==> src/sv/jsu_pkg.sv <==
`default_nettype none
package jsu_pkg;

  // Parser scan modes
  typedef enum logic [2:0] {
    MODE_IDLE = 3'd0,
    MODE_BODY = 3'd1,
    MODE_ESC  = 3'd2,
    MODE_HEX  = 3'd3,
    MODE_ERR  = 3'd4
  } mode_t;

  // Result kinds
  localparam logic [1:0] KIND_BYTE  = 2'd0;
  localparam logic [1:0] KIND_CLOSE = 2'd1;
  localparam logic [1:0] KIND_ERROR = 2'd2;

  // Error codes
  localparam logic [2:0] ERR_EXPECT_QUOTE = 3'd0;
  localparam logic [2:0] ERR_UNTERM_ESC   = 3'd1;
  localparam logic [2:0] ERR_BAD_ESC      = 3'd2;
  localparam logic [2:0] ERR_BAD_UNICODE  = 3'd3;
  localparam logic [2:0] ERR_UNTERM_STR   = 3'd4;

  // Most results one input byte can cause
  localparam int unsigned MAX_RESULTS = 3;

  typedef struct packed {
    logic [7:0] text_byte;
    logic       text_end;
  } in_beat_t;

  typedef struct packed {
    logic [1:0] out_kind;
    logic [7:0] out_byte;
    logic [2:0] error_code;
    logic       last;
  } out_beat_t;

endpackage
`default_nettype wire

==> src/sv/jsu_in_if.sv <==
`default_nettype none
interface jsu_in_if;
  import jsu_pkg::*;

  logic     valid;
  logic     ready;
  in_beat_t data;

  modport source (output valid, output data, input ready);
  modport sink (input valid, input data, output ready);
endinterface
`default_nettype wire

==> src/sv/jsu_out_if.sv <==
`default_nettype none
interface jsu_out_if;
  import jsu_pkg::*;

  logic      valid;
  logic      ready;
  out_beat_t data;

  modport source (output valid, output data, input ready);
  modport sink (input valid, input data, output ready);
endinterface
`default_nettype wire

==> src/sv/json_string_unescape_unit.sv <==
`default_nettype none
// Streaming JSON string unescaper with UTF-8 output of \u escapes.
// Latency: the first result of a byte is presented the cycle after the byte is taken.
// Throughput: one byte per cycle while each byte gives at most one result and the output
// is not stalled; a byte that gives more results holds the input while the result buffer drains.
// Reset (rst_n low, synchronous): idle seeking an opening quote, result buffer empty.
module json_string_unescape_unit (
  input  wire        clk,
  input  wire        rst_n,
  jsu_in_if.sink     in_chan,
  jsu_out_if.source  out_chan
);
  import jsu_pkg::*;

  localparam logic [7:0] CH_QUOTE = 8'h22;
  localparam logic [7:0] CH_BSLASH = 8'h5C;
  localparam logic [7:0] CH_SLASH = 8'h2F;
  localparam logic [7:0] CH_SPACE = 8'h20;
  localparam logic [7:0] CH_TAB = 8'h09;
  localparam logic [7:0] CH_CR = 8'h0D;
  localparam logic [7:0] CH_LF = 8'h0A;
  localparam logic [7:0] CH_B = 8'h62;
  localparam logic [7:0] CH_F = 8'h66;
  localparam logic [7:0] CH_N = 8'h6E;
  localparam logic [7:0] CH_R = 8'h72;
  localparam logic [7:0] CH_T = 8'h74;
  localparam logic [7:0] CH_U = 8'h75;

  mode_t       mode_r, mode_nxt;
  logic [1:0]  hex_cnt_r, hex_cnt_nxt;
  logic [15:0] cp_r, cp_nxt;

  out_beat_t   buf_r [MAX_RESULTS];
  logic [1:0]  cnt_r;

  out_beat_t   res [MAX_RESULTS];
  logic [1:0]  res_cnt;

  logic        accept;
  logic        pop;
  logic [7:0]  c;
  logic        is_end;
  logic        hex_ok;
  logic [3:0]  hex_val;
  logic [15:0] cp_new;

  assign c      = in_chan.data.text_byte;
  assign is_end = in_chan.data.text_end;
  assign pop    = out_chan.valid && out_chan.ready;
  // take a new byte once the buffer is empty or about to be
  assign in_chan.ready = (cnt_r == 2'd0) || ((cnt_r == 2'd1) && out_chan.ready);
  assign accept = in_chan.valid && in_chan.ready;

  assign out_chan.valid = (cnt_r != 2'd0);
  assign out_chan.data  = buf_r[0];

  // decode one hex digit
  always_comb begin
    hex_ok  = 1'b1;
    hex_val = 4'd0;
    if (c inside {[8'h30:8'h39]}) begin
      hex_val = c[3:0];
    end else if (c inside {[8'h61:8'h66], [8'h41:8'h46]}) begin
      hex_val = c[3:0] + 4'd9;
    end else begin
      hex_ok = 1'b0;
    end
  end

  assign cp_new = {cp_r[11:0], hex_val};

  // next state
  always_comb begin
    mode_nxt    = mode_r;
    hex_cnt_nxt = hex_cnt_r;
    cp_nxt      = cp_r;
    if (is_end) begin
      mode_nxt    = MODE_IDLE;
      hex_cnt_nxt = 2'd0;
    end else begin
      case (mode_r)
        MODE_IDLE: begin
          if (c == CH_QUOTE) begin
            mode_nxt = MODE_BODY;
          end else if (!(c inside {CH_SPACE, CH_TAB, CH_CR, CH_LF})) begin
            mode_nxt = MODE_ERR;
          end
        end
        MODE_BODY: begin
          if (c == CH_QUOTE) begin
            mode_nxt = MODE_IDLE;
          end else if (c == CH_BSLASH) begin
            mode_nxt = MODE_ESC;
          end
        end
        MODE_ESC: begin
          if (c inside {CH_QUOTE, CH_BSLASH, CH_SLASH, CH_B, CH_F, CH_N, CH_R, CH_T}) begin
            mode_nxt = MODE_BODY;
          end else if (c == CH_U) begin
            mode_nxt    = MODE_HEX;
            hex_cnt_nxt = 2'd0;
            cp_nxt      = 16'd0;
          end else begin
            mode_nxt = MODE_ERR;
          end
        end
        MODE_HEX: begin
          if (!hex_ok) begin
            hex_cnt_nxt = 2'd0;
            mode_nxt    = MODE_ERR;
          end else begin
            cp_nxt      = cp_new;
            hex_cnt_nxt = hex_cnt_r + 2'd1;
            if (hex_cnt_r == 2'd3) begin
              mode_nxt = MODE_BODY;
            end
          end
        end
        default: begin
          mode_nxt = MODE_ERR;
        end
      endcase
    end
  end

  // results for the byte
  always_comb begin
    for (int i = 0; i < MAX_RESULTS; i++) begin
      res[i] = '0;
    end
    res_cnt = 2'd0;
    if (is_end) begin
      case (mode_r)
        MODE_BODY: begin
          res[0].out_kind   = KIND_ERROR;
          res[0].error_code = ERR_UNTERM_STR;
          res_cnt           = 2'd1;
        end
        MODE_ESC: begin
          res[0].out_kind   = KIND_ERROR;
          res[0].error_code = ERR_UNTERM_ESC;
          res_cnt           = 2'd1;
        end
        MODE_HEX: begin
          res[0].out_kind   = KIND_ERROR;
          res[0].error_code = ERR_BAD_UNICODE;
          res_cnt           = 2'd1;
        end
        default: begin
          res_cnt = 2'd0;
        end
      endcase
    end else begin
      case (mode_r)
        MODE_IDLE: begin
          if (c != CH_QUOTE && !(c inside {CH_SPACE, CH_TAB, CH_CR, CH_LF})) begin
            res[0].out_kind   = KIND_ERROR;
            res[0].error_code = ERR_EXPECT_QUOTE;
            res_cnt           = 2'd1;
          end
        end
        MODE_BODY: begin
          if (c == CH_QUOTE) begin
            res[0].out_kind = KIND_CLOSE;
            res_cnt         = 2'd1;
          end else if (c != CH_BSLASH) begin
            res[0].out_kind = KIND_BYTE;
            res[0].out_byte = c;
            res_cnt         = 2'd1;
          end
        end
        MODE_ESC: begin
          res[0].out_kind = KIND_BYTE;
          res_cnt         = 2'd1;
          case (c)
            CH_QUOTE, CH_BSLASH, CH_SLASH: res[0].out_byte = c;
            CH_B: res[0].out_byte = 8'h08;
            CH_F: res[0].out_byte = 8'h0C;
            CH_N: res[0].out_byte = 8'h0A;
            CH_R: res[0].out_byte = 8'h0D;
            CH_T: res[0].out_byte = 8'h09;
            CH_U: res_cnt = 2'd0;
            default: begin
              res[0].out_kind   = KIND_ERROR;
              res[0].error_code = ERR_BAD_ESC;
            end
          endcase
        end
        MODE_HEX: begin
          if (!hex_ok) begin
            res[0].out_kind   = KIND_ERROR;
            res[0].error_code = ERR_BAD_UNICODE;
            res_cnt           = 2'd1;
          end else if (hex_cnt_r == 2'd3) begin
            // encode the finished code point as UTF-8
            if (cp_new[15:7] == 9'd0) begin
              res[0].out_byte = {1'b0, cp_new[6:0]};
              res_cnt         = 2'd1;
            end else if (cp_new[15:11] == 5'd0) begin
              res[0].out_byte = {3'b110, cp_new[10:6]};
              res[1].out_byte = {2'b10, cp_new[5:0]};
              res_cnt         = 2'd2;
            end else begin
              res[0].out_byte = {4'b1110, cp_new[15:12]};
              res[1].out_byte = {2'b10, cp_new[11:6]};
              res[2].out_byte = {2'b10, cp_new[5:0]};
              res_cnt         = 2'd3;
            end
          end
        end
        default: begin
          res_cnt = 2'd0;
        end
      endcase
    end
    // flag the final result of this byte
    for (int i = 0; i < MAX_RESULTS; i++) begin
      res[i].last = (res_cnt == 2'(i + 1));
    end
  end

  // parser state
  always_ff @(posedge clk) begin
    if (!rst_n) begin
      mode_r    <= MODE_IDLE;
      hex_cnt_r <= 2'd0;
      cp_r      <= 16'd0;
    end else if (accept) begin
      mode_r    <= mode_nxt;
      hex_cnt_r <= hex_cnt_nxt;
      cp_r      <= cp_nxt;
    end
  end

  // result buffer fill count
  always_ff @(posedge clk) begin
    if (!rst_n) begin
      cnt_r <= 2'd0;
    end else if (accept) begin
      cnt_r <= res_cnt;
    end else if (pop) begin
      cnt_r <= cnt_r - 2'd1;
    end
  end

  // load results or advance to the next beat
  always_ff @(posedge clk) begin
    if (accept) begin
      for (int i = 0; i < MAX_RESULTS; i++) begin
        buf_r[i] <= res[i];
      end
    end else if (pop) begin
      for (int i = 0; i < MAX_RESULTS - 1; i++) begin
        buf_r[i] <= buf_r[i + 1];
      end
    end
  end

endmodule
`default_nettype wire
==> src/flat_wrapper.sv <==
// flat-port wrapper written by rule: the top's interface ports become plain ports
module json_string_unescape_unit_flat import jsu_pkg::*;
  (clk, rst_n, in_chan_valid, in_chan_data, in_chan_ready, out_chan_valid, out_chan_data, out_chan_ready);
  jsu_in_if in_chan_i ();
  jsu_out_if out_chan_i ();
  input  wire clk;
  input  wire rst_n;
  input wire logic [$bits(in_chan_i.valid)-1:0] in_chan_valid;
  input wire logic [$bits(in_chan_i.data)-1:0] in_chan_data;
  output wire logic [$bits(in_chan_i.ready)-1:0] in_chan_ready;
  output wire logic [$bits(out_chan_i.valid)-1:0] out_chan_valid;
  output wire logic [$bits(out_chan_i.data)-1:0] out_chan_data;
  input wire logic [$bits(out_chan_i.ready)-1:0] out_chan_ready;
  assign in_chan_i.valid = in_chan_valid;
  assign in_chan_i.data = in_chan_data;
  assign in_chan_ready = in_chan_i.ready;
  assign out_chan_valid = out_chan_i.valid;
  assign out_chan_data = out_chan_i.data;
  assign out_chan_i.ready = out_chan_ready;
  json_string_unescape_unit u_core (.clk(clk), .rst_n(rst_n), .in_chan(in_chan_i), .out_chan(out_chan_i));
endmodule
==> config.mk <==
export PLATFORM = sky130hd
export DESIGN_NAME = json_string_unescape_unit_flat
export DESIGN_NICKNAME = d
export VERILOG_FILES = /design/src/sv/jsu_pkg.sv /design/src/sv/jsu_in_if.sv /design/src/sv/jsu_out_if.sv /design/src/sv/json_string_unescape_unit.sv /design/src/flat_wrapper.sv
export SDC_FILE = /design/constraint.sdc
export NUM_CORES = 1
export LEC_CHECK = 0
export BUFFER_PORTS_ARGS = -buffer_cell sky130_fd_sc_hd__buf_4
export CORE_MARGIN = 1
export CORE_UTILIZATION = 30
export CTS_BUF_LIST = sky130_fd_sc_hd__clkbuf_8
export DETAILED_ROUTE_END_ITERATION = 7
export PLACE_DENSITY_LB_ADDON = 0.3
export SYNTH_ARGS = -nofsm -noshare
export SYNTH_HDL_FRONTEND = slang
export SYNTH_SLANG_ARGS = --single-unit
==> constraint.sdc <==
create_clock -name clk -period 2.95 [get_ports clk]
set_input_delay 0.59 -clock clk [delete_from_list [all_inputs] [get_ports clk]]
set_output_delay 0.59 -clock clk [all_outputs]
set_load 0.02 [all_outputs]
==> run summary, run 1 <==
DR vias/cell -> 5.66
Top Metal Used -> met4
VDD IR-drop max -> 383 uV
Net switching component of the power -> 0.750 mW
Complex-gate fraction of the synthesized area -> 25.8%
Number of search-and-repair iterations in the first detailed-routing pass -> 5
Clock share of power -> 18.6%
Share of synthesized cell area in full adder, half adder and majority cells -> 2.74%
Final-layout worst hold slack -> 0.477 ns
Warnings from Yosys -> 0
Number of gates given a new drive strength after cts -> 0
Max Slew Vio Count -> 0
Power after layout -> 2.13 mW
Post-CTS setup buffer count -> 0
Sequential share of power -> 47.4%
Die Footprint -> 0.0111 mm^2
DRT antenna net count -> 0
Clock buffers created by TritonCTS -> 5
Detailed route wirelength on metal2 -> 4120 um
Overall Global Routing Usage -> 16.6%
Clock transition at path regs -> 0.08 ns
Weighted congestion reported at the end of routability-driven placement -> 0.896
Prevailing post-synth register cell -> sky130_fd_sc_hd__edfxtp_1
Post-Synth Simple-Gate Area -> 23.8%
Post-Route M1 WL -> 3950 um
Die X-Extent -> 105 um
Post-route setup TNS -> 0 ns
Number of buffers on the longest clock path -> 2
Avg Cell Area, Syn -> 9.21 um^2
Routed length on met3 -> 396 um
Flip-flop and latch count after synthesis -> 49
Gate count of the mapped netlist -> 347
Net count of the mapped netlist -> 367
Ant. Diodes -> 0
Power density normalized to cell area -> 603 mW/mm^2
Maximum level of the CTS H-tree -> 2
Area of the mapped netlist -> 0.00319 mm^2
Dominant combinational cell family by area after synthesis -> compound AO/OA/AOI/OAI gates
Category of the critical setup timing path -> in2reg
Wire length of the first global-routing pass -> 14,500 um
Violation count after the first detailed-route iteration -> 232
Finish-stage setup viols -> 0
Startpoint of the worst setup timing path -> in_chan_data[1]
Initial antenna violation count -> 0
Slowest cell on the critical path -> sky130_fd_sc_hd__o221a_2
Final cell count without fillers -> 497
Worst slew slack as a fraction of its limit -> 39.2%
Min-Delay Startpoint -> u_core.hex_cnt_r[0]$_SDFFE_PN0P_
Share of total power consumed by net switching -> 35.2%
Core area -> 0.0103 mm^2
Final layout net count -> 380
Worst setup slack before clock tree synthesis -> 0.204 ns
Count of different cell masters after synthesis -> 74
Largest net degree at the start of global routing -> 26
Top-Level Pins -> 29
Logic gate share of total power -> 33.9%
Total congestion overflow after global routing -> 0
Share of layout cells above drive strength 1 -> 17.5%
Final period utilization -> 83.3%
Critical path data required time -> 3.00 ns
Number of enable flip-flop cells after synthesis -> 30
Highest Clock Rate -> 0.407 GHz
Share of synthesized registers carrying an async set or reset -> 0%
Kind of end point of the critical path -> register
Detailed-route wire length -> 8740 um
Maximum capacitance violations -> 0
Residual DRC -> 0
Startpoint types -> input port
Via count of the first global-routing pass -> 2,713
Post-Place Cells -> 489
Wirelength per Cell -> 17.6 um
Cell breakdown of the critical path -> buf_4 > inv_1 > ha_1 > a21bo_2 > o221a_2 > a21oi_4 > nor2_1 > a221oi_1 > o211ai_1
Status -> complete, no violations
Setup repair after global routing missed its margin -> false
Stage delay of the slowest cell on the critical path -> 0.32 ns
Buffer type at the clock tree root -> sky130_fd_sc_hd__clkbuf_8
RR Startpoint -> u_core.mode_r[0]$_SDFFE_PN0P_
Tightest Pin Transition -> 0.911 ns
Effective utilization at floorplan -> 30.9%
Clock skew after layout -> 0.00273 ns
Setup WS post-layout -> 0.491 ns
Data arrival time of the worst path -> 2.51 ns
Class of the tightest hold or removal check -> reg2reg
Sequential area share after synthesis -> 40.1%
Input/output buffers -> 28
Maximum fanout along the worst path -> 7
Multiplexer fraction of the synthesized cell area -> 0.313%
Number of failing hold endpoints at the final stage -> 0
Parity-gate share of the synthesized area counting xor and xnor cells -> 0%
Site Rows -> 37
CTS sink count -> 49
Routed vias -> 2,812
Layout overhead on the synthesized area -> 10.8%
Clock Latency Late Sink -> 0.30 ns
Number of buffers added to fix hold violations after cts -> 0
Die span in y -> 105 um
Leakage power -> 1.28 nW
Cell Int Power -> 1.38 mW
TritonCTS clock tree -> built
Tmin final -> 2.46 ns
Half-perimeter wire length after detailed placement -> 6520 um
## cell type report
cell class,count,area [um^2]
fillers,1065,6790
multi-input cells,257,1680
flip-flops and latches,49,1280
repair buffers,36,270
well taps,136,170
clock buffers,6,82.6
inverters,11,41.3
clock inverters,2,8.76
## cell families after synthesis
kind of cell,after synthesis
DFF,49
and+or+nand+nor,138
muxes,1
buffers and inverters,41
AOI/OAI and AO/OA,111
adders and majority gates,7
## routing by layer
layer  vias to the layer above  track usage [%]
met5                         -                0
met4                         0             6.24
met3                        23             2.43
met2                       104             27.0
met1                      1346             22.0
li1                       1339                -
## worst paths after layout
kind                                      end  cells past startpoint  slack [ns]
max              u_core.buf_r[0][6]$_DFFE_PP_                      9        0.49
min          u_core.hex_cnt_r[0]$_SDFFE_PN0P_                      2        0.48
max reg2reg  u_core.buf_r[1][4]$_SDFFCE_PP0P_                      6        0.55
min reg2reg  u_core.hex_cnt_r[0]$_SDFFE_PN0P_                      2        0.48
## cells in the mapped netlist (3+ instances only)
master                      number  area (um^2)
sky130_fd_sc_hd__inv_1          10         37.5
sky130_fd_sc_hd__o2111ai_1       3         26.3
sky130_fd_sc_hd__edfxtp_1       30          901
sky130_fd_sc_hd__nor3_1          6         30.0
sky130_fd_sc_hd__a21o_1          3         22.5
sky130_fd_sc_hd__nor2_1         20         75.1
sky130_fd_sc_hd__o31ai_1         3         22.5
sky130_fd_sc_hd__o21ai_0        16         80.1
sky130_fd_sc_hd__nor3b_1         4         30.0
sky130_fd_sc_hd__a22oi_1         5         37.5
sky130_fd_sc_hd__a22o_1         10         87.6
sky130_fd_sc_hd__and3_1          3         18.8
sky130_fd_sc_hd__and2_1          6         37.5
sky130_fd_sc_hd__o211ai_1        6         45.0
sky130_fd_sc_hd__nand4_1         5         31.3
sky130_fd_sc_hd__a211oi_1        4         30.0
sky130_fd_sc_hd__nand2_1        42          158
sky130_fd_sc_hd__nand2b_1        4         25.0
sky130_fd_sc_hd__a32oi_1         3         26.3
sky130_fd_sc_hd__and3b_1         3         26.3
sky130_fd_sc_hd__nor4_1          3         18.8
sky130_fd_sc_hd__buf_2           6         30.0
sky130_fd_sc_hd__ha_1            7         87.6
sky130_fd_sc_hd__a31oi_1        10         62.6
sky130_fd_sc_hd__clkbuf_1        7         26.3
sky130_fd_sc_hd__a21oi_1        19         95.1
sky130_fd_sc_hd__dfxtp_1        19          380
sky130_fd_sc_hd__nor2b_1         9         56.3
sky130_fd_sc_hd__buf_4          15          113
sky130_fd_sc_hd__nand3_1        12         60.1
## power groups by stage
| stage | Clock, mW | Combinational [mW] | Sequential (mW) |
|---|---|---|---|
| final | 0.398 | 0.724 | 1.01 |
| after global placement | 0 | 0.721 | 1.03 |
| after global routing | 0.435 | 0.789 | 1.03 |
| after floorplan | 0 | 0.563 | 0.992 |
| after CTS | 0.412 | 0.730 | 1.01 |
| after detailed placement | 0 | 0.728 | 1.03 |
## critical path: cells and delay by family
kind	cells	cell delay, ns
buffers and inverters	2	0.23
AO/OA/AOI/OAI	5	1.27
AND/OR/NAND/NOR	1	0.14
adder cells (fa/ha/maj)	1	0.28
## registers in the layout, indices dropped and copies added, names as in the netlist
name / count
u_core.mode_r: 3
u_core.buf_r: 30
u_core.hex_cnt_r: 2
u_core.cnt_r: 2
u_core.cp_r: 12
## stage by stage
step	util (%)	area, um^2
2_1_floorplan	-	3190
3_3_place_gp	33.4	3450
3_5_place_dp	33.4	3450
4_1_cts	34.3	3540
5_1_grt	34.3	3540
6_report	34.3	3540
## cell usage in the layout (no fill, tap or decap), types with 4 or more instances in the layout
master,count
sky130_fd_sc_hd__nand2_1,42
sky130_fd_sc_hd__buf_4,36
sky130_fd_sc_hd__edfxtp_1,30
sky130_fd_sc_hd__nor2_1,20
sky130_fd_sc_hd__a21oi_1,19
sky130_fd_sc_hd__dfxtp_1,19
sky130_fd_sc_hd__o21ai_0,16
sky130_fd_sc_hd__nand3_1,12
sky130_fd_sc_hd__inv_1,10
sky130_fd_sc_hd__a31oi_1,10
sky130_fd_sc_hd__a22o_1,10
sky130_fd_sc_hd__nor2b_1,9
sky130_fd_sc_hd__ha_1,7
sky130_fd_sc_hd__nor3_1,6
sky130_fd_sc_hd__o211ai_1,6
sky130_fd_sc_hd__and2_1,6
sky130_fd_sc_hd__clkbuf_8,6
sky130_fd_sc_hd__a22oi_1,5
sky130_fd_sc_hd__nand4_1,5
sky130_fd_sc_hd__nor3b_1,4
sky130_fd_sc_hd__nand2b_1,4
sky130_fd_sc_hd__a211oi_1,4
(Power assumes the default switching activity.)
==> inputs of run 2 (changes only) <==
==> constraint.sdc (replaced) <==
create_clock -name clk -period 2.1 [get_ports clk]
set_input_delay 0.42 -clock clk [delete_from_list [all_inputs] [get_ports clk]]
set_output_delay 0.42 -clock clk [all_outputs]
set_load 0.02 [all_outputs]
==> run 2 against run 1 <==
  * The flow now finishes with violations (negative setup slack)
  * Critical endpoint unchanged
  * Setup slack lost 0.53 ns
  * Sequential power up 40%
  * Count of clock-buffer cells in the layout shrank 1
  * Flip-flop and latch count did not move
  * Sequential share of layout area is 7.1 points lower
  * Total power rose by 60%
==> run summary, run 2 (synthesized netlist as in run 1, its figures left out) <==
Status -> complete, but fails checks (was complete, no violations)
Violated checks -> negative setup slack
Buffer type at the clock tree root -> sky130_fd_sc_hd__clkbuf_8 (unchanged)
Input/output buffers -> 28 (unchanged)
Tmin final -> 2.14 ns
Global-route track usage on met2 -> 30.3% (was 27.0%)
Number of buffers on the longest clock path -> 2 (unchanged)
Effective utilization at floorplan -> 30.9% (unchanged)
Logic gate share of total power -> 38.2% (was 33.9%)
Clock buffers created by TritonCTS -> 5 (unchanged)
Die Footprint -> 0.0111 mm^2 (unchanged)
Via count of the first global-routing pass -> 2,998 (was 2,713)
Initial antenna violation count -> 0 (unchanged)
VDD IR-drop max -> 451 uV (was 383 uV)
Ant. Diodes -> 0 (unchanged)
Clock Latency Late Sink -> 0.31 ns (was 0.30 ns)
Flip-flop count of the largest register after layout -> 30 (unchanged)
Half-perimeter wire length after detailed placement -> 7640 um (was 6520 um)
Worst setup slack before clock tree synthesis -> -0.368 ns (was 0.204 ns)
Clock skew after layout -> 0.0120 ns (was 0.00273 ns)
Startpoint types -> input port (unchanged)
Residual DRC -> 0 (unchanged)
Routed vias -> 3,099 (was 2,812)
Wire length of the first global-routing pass -> 15,800 um (was 14,500 um)
Worst slew slack as a fraction of its limit -> 72.4% (was 39.2%)
Most common library cell in the layout ignoring fill and taps -> sky130_fd_sc_hd__buf_4 (was sky130_fd_sc_hd__nand2_1)
Final-layout fill cell count -> 1,022 (was 1,065)
Final core area utilization -> 42.7% (was 34.3%)
Startpoint of the worst setup timing path -> in_chan_data[1] (unchanged)
Maximum fanout along the worst path -> 6 (was 7)
Die X-Extent -> 105 um (unchanged)
Tightest Pin Transition -> 0.413 ns (was 0.911 ns)
Setup repair after global routing missed its margin -> true (was false)
Number of search-and-repair iterations in the first detailed-routing pass -> 4 (was 5)
Highest Clock Rate -> 0.467 GHz
Data arrival time of the worst path -> 2.19 ns (was 2.51 ns)
Clock share of power -> 20.7% (was 18.6%)
Die span in y -> 105 um (unchanged)
Highest-count cells in the layout ignoring fill and taps -> sky130_fd_sc_hd__buf_4, sky130_fd_sc_hd__nand2_1, sky130_fd_sc_hd__edfxtp_1, sky130_fd_sc_hd__a21oi_1, sky130_fd_sc_hd__nor2_1 (was sky130_fd_sc_hd__nand2_1, sky130_fd_sc_hd__buf_4, sky130_fd_sc_hd__edfxtp_1, sky130_fd_sc_hd__nor2_1)
Setup WS post-layout -> -0.0432 ns (was 0.491 ns)
Leakage power -> 1.76 nW (was 1.28 nW)
Site Rows -> 37 (unchanged)
Registers with the most flip-flops -> u_core.buf_r: 30 flops, u_core.cp_r: 12 flops, u_core.mode_r: 3 flops (unchanged)
Class of the tightest hold or removal check -> in2reg (was reg2reg)
Grt met1 use -> 24.9% (was 22.0%)
Top-Level Pins -> 29 (unchanged)
Maximum capacitance violations -> 0 (unchanged)
Power density normalized to cell area -> 775 mW/mm^2 (was 603 mW/mm^2)
Detailed-route wire length -> 10,100 um (was 8740 um)
Kind of end point of the critical path -> register (unchanged)
Busiest grt layer -> met2 (unchanged)
Final cell count without fillers -> 585 (was 497)
Share of layout cells above drive strength 1 -> 38.5% (was 17.5%)
Violation count after the first detailed-route iteration -> 178 (was 232)
Critical path data required time -> 2.15 ns (was 3.00 ns)
Finish-stage setup viols -> 4 (was 0)
RR Startpoint -> u_core.cp_r[9]$_SDFFE_PN0P_ (was u_core.mode_r[0]$_SDFFE_PN0P_)
CTS sink count -> 49 (unchanged)
Min-Delay Startpoint -> rst_n (was u_core.hex_cnt_r[0]$_SDFFE_PN0P_)
Wirelength per Cell -> 17.2 um (was 17.6 um)
Global-route track usage on met3 -> 2.06% (was 2.43%)
Net switching component of the power -> 1.18 mW (was 0.750 mW)
Max Slew Vio Count -> 0 (unchanged)
DRT antenna net count -> 0 (unchanged)
Maximum level of the CTS H-tree -> 2 (unchanged)
Total congestion overflow after global routing -> 0 (unchanged)
Final layout net count -> 468 (was 380)
Largest net degree at the start of global routing -> 17 (was 26)
TritonCTS clock tree -> built (unchanged)
Post-Place Cells -> 566 (was 489)
Overall Global Routing Usage -> 18.4% (was 16.6%)
Cell Int Power -> 2.24 mW (was 1.38 mW)
Sequential share of power -> 41.2% (was 47.4%)
Final-layout worst hold slack -> 0.393 ns (was 0.477 ns)
Category of the critical setup timing path -> in2reg (unchanged)
Layout overhead on the synthesized area -> 38.1% (was 10.8%)
Register with the most flip-flops -> u_core.buf_r (unchanged)
Weighted congestion reported at the end of routability-driven placement -> 0.919 (was 0.896)
Share of total power consumed by net switching -> 34.5% (was 35.2%)
Clock transition at path regs -> 0.10 ns (was 0.08 ns)
DR vias/cell -> 5.30 (was 5.66)
Core area -> 0.0103 mm^2 (unchanged)
Number of failing hold endpoints at the final stage -> 0 (unchanged)
Final period utilization -> 102%
Number of buffers added to fix hold violations after cts -> 0 (unchanged)
==> run 2: metal layers <==
layer  up-vias  wire length, um
li1       1521                -
met2        86             4800
met4         0              197
met3        16              380
met1      1476             4720
met5         -                0
==> run 2: worst paths after layout <==
| check | slack, ns | end | depth (start not counted) |
|---|---|---|---|
| max | -0.04 | u_core.buf_r[0][6]$_DFFE_PP_ | 9 |
| min reg2reg | 0.49 | u_core.hex_cnt_r[0]$_SDFFE_PN0P_ | 2 |
| min | 0.39 | u_core.cnt_r[1]$_SDFFE_PN0P_ | 3 |
| max reg2reg | 0.09 | u_core.buf_r[1][9]$_SDFFCE_PP0P_ | 6 |
==> run 2: area by class of cell <==
cell class,instances,area (um^2),share of cell area (%)
clock buffer,5,68.8,1.56
multi-input combinational,257,1840,41.7
tap,136,170,3.86
clock inverter,3,43.8,0.993
sequential,49,1280,29.1
timing repair buffer,124,955,21.6
inverter,11,47.5,1.08
==> run 2: timing repair <==
| action | 4_1_cts | 5_1_grt |
|---|---|---|
| buffers inserted | 0 | 11 |
| resized for setup | 3 | 27 |
| pin swaps | 0 | 13 |
| endpoints found under the setup margin | 11 | 33 |
==> run 2: worst max-delay path, stage by stage <==
cell and delay (ns):
sky130_fd_sc_hd__buf_8 0.09, sky130_fd_sc_hd__clkinvlp_4 0.14, sky130_fd_sc_hd__ha_4 0.20, sky130_fd_sc_hd__a21bo_4 0.21, sky130_fd_sc_hd__o221a_4 0.31, sky130_fd_sc_hd__a21oi_4 0.29, sky130_fd_sc_hd__nor2_4 0.08, sky130_fd_sc_hd__a221oi_2 0.31
sky130_fd_sc_hd__o211ai_1 0.14
==> run 2: power groups by stage <==
stage,clock network [mW],registers (mW),logic [mW]
after global routing,0.756,1.43,1.42
after CTS,0.713,1.41,1.26
after detailed placement,0,1.43,1.24
after global placement,0,1.42,1.24
final,0.707,1.41,1.30
after floorplan,0,1.39,0.799
==> run 2: metrics by stage <==
stage	TNS, ns	cell area [um^2]	power [mW]
after floorplan	0	3250	2.19
after global placement	-6.67	4080	2.66
after detailed placement	-8.86	4080	2.67
after CTS	-0.00616	4210	3.38
after global routing	-0.393	4410	3.60
final	-0.151	4410	3.42
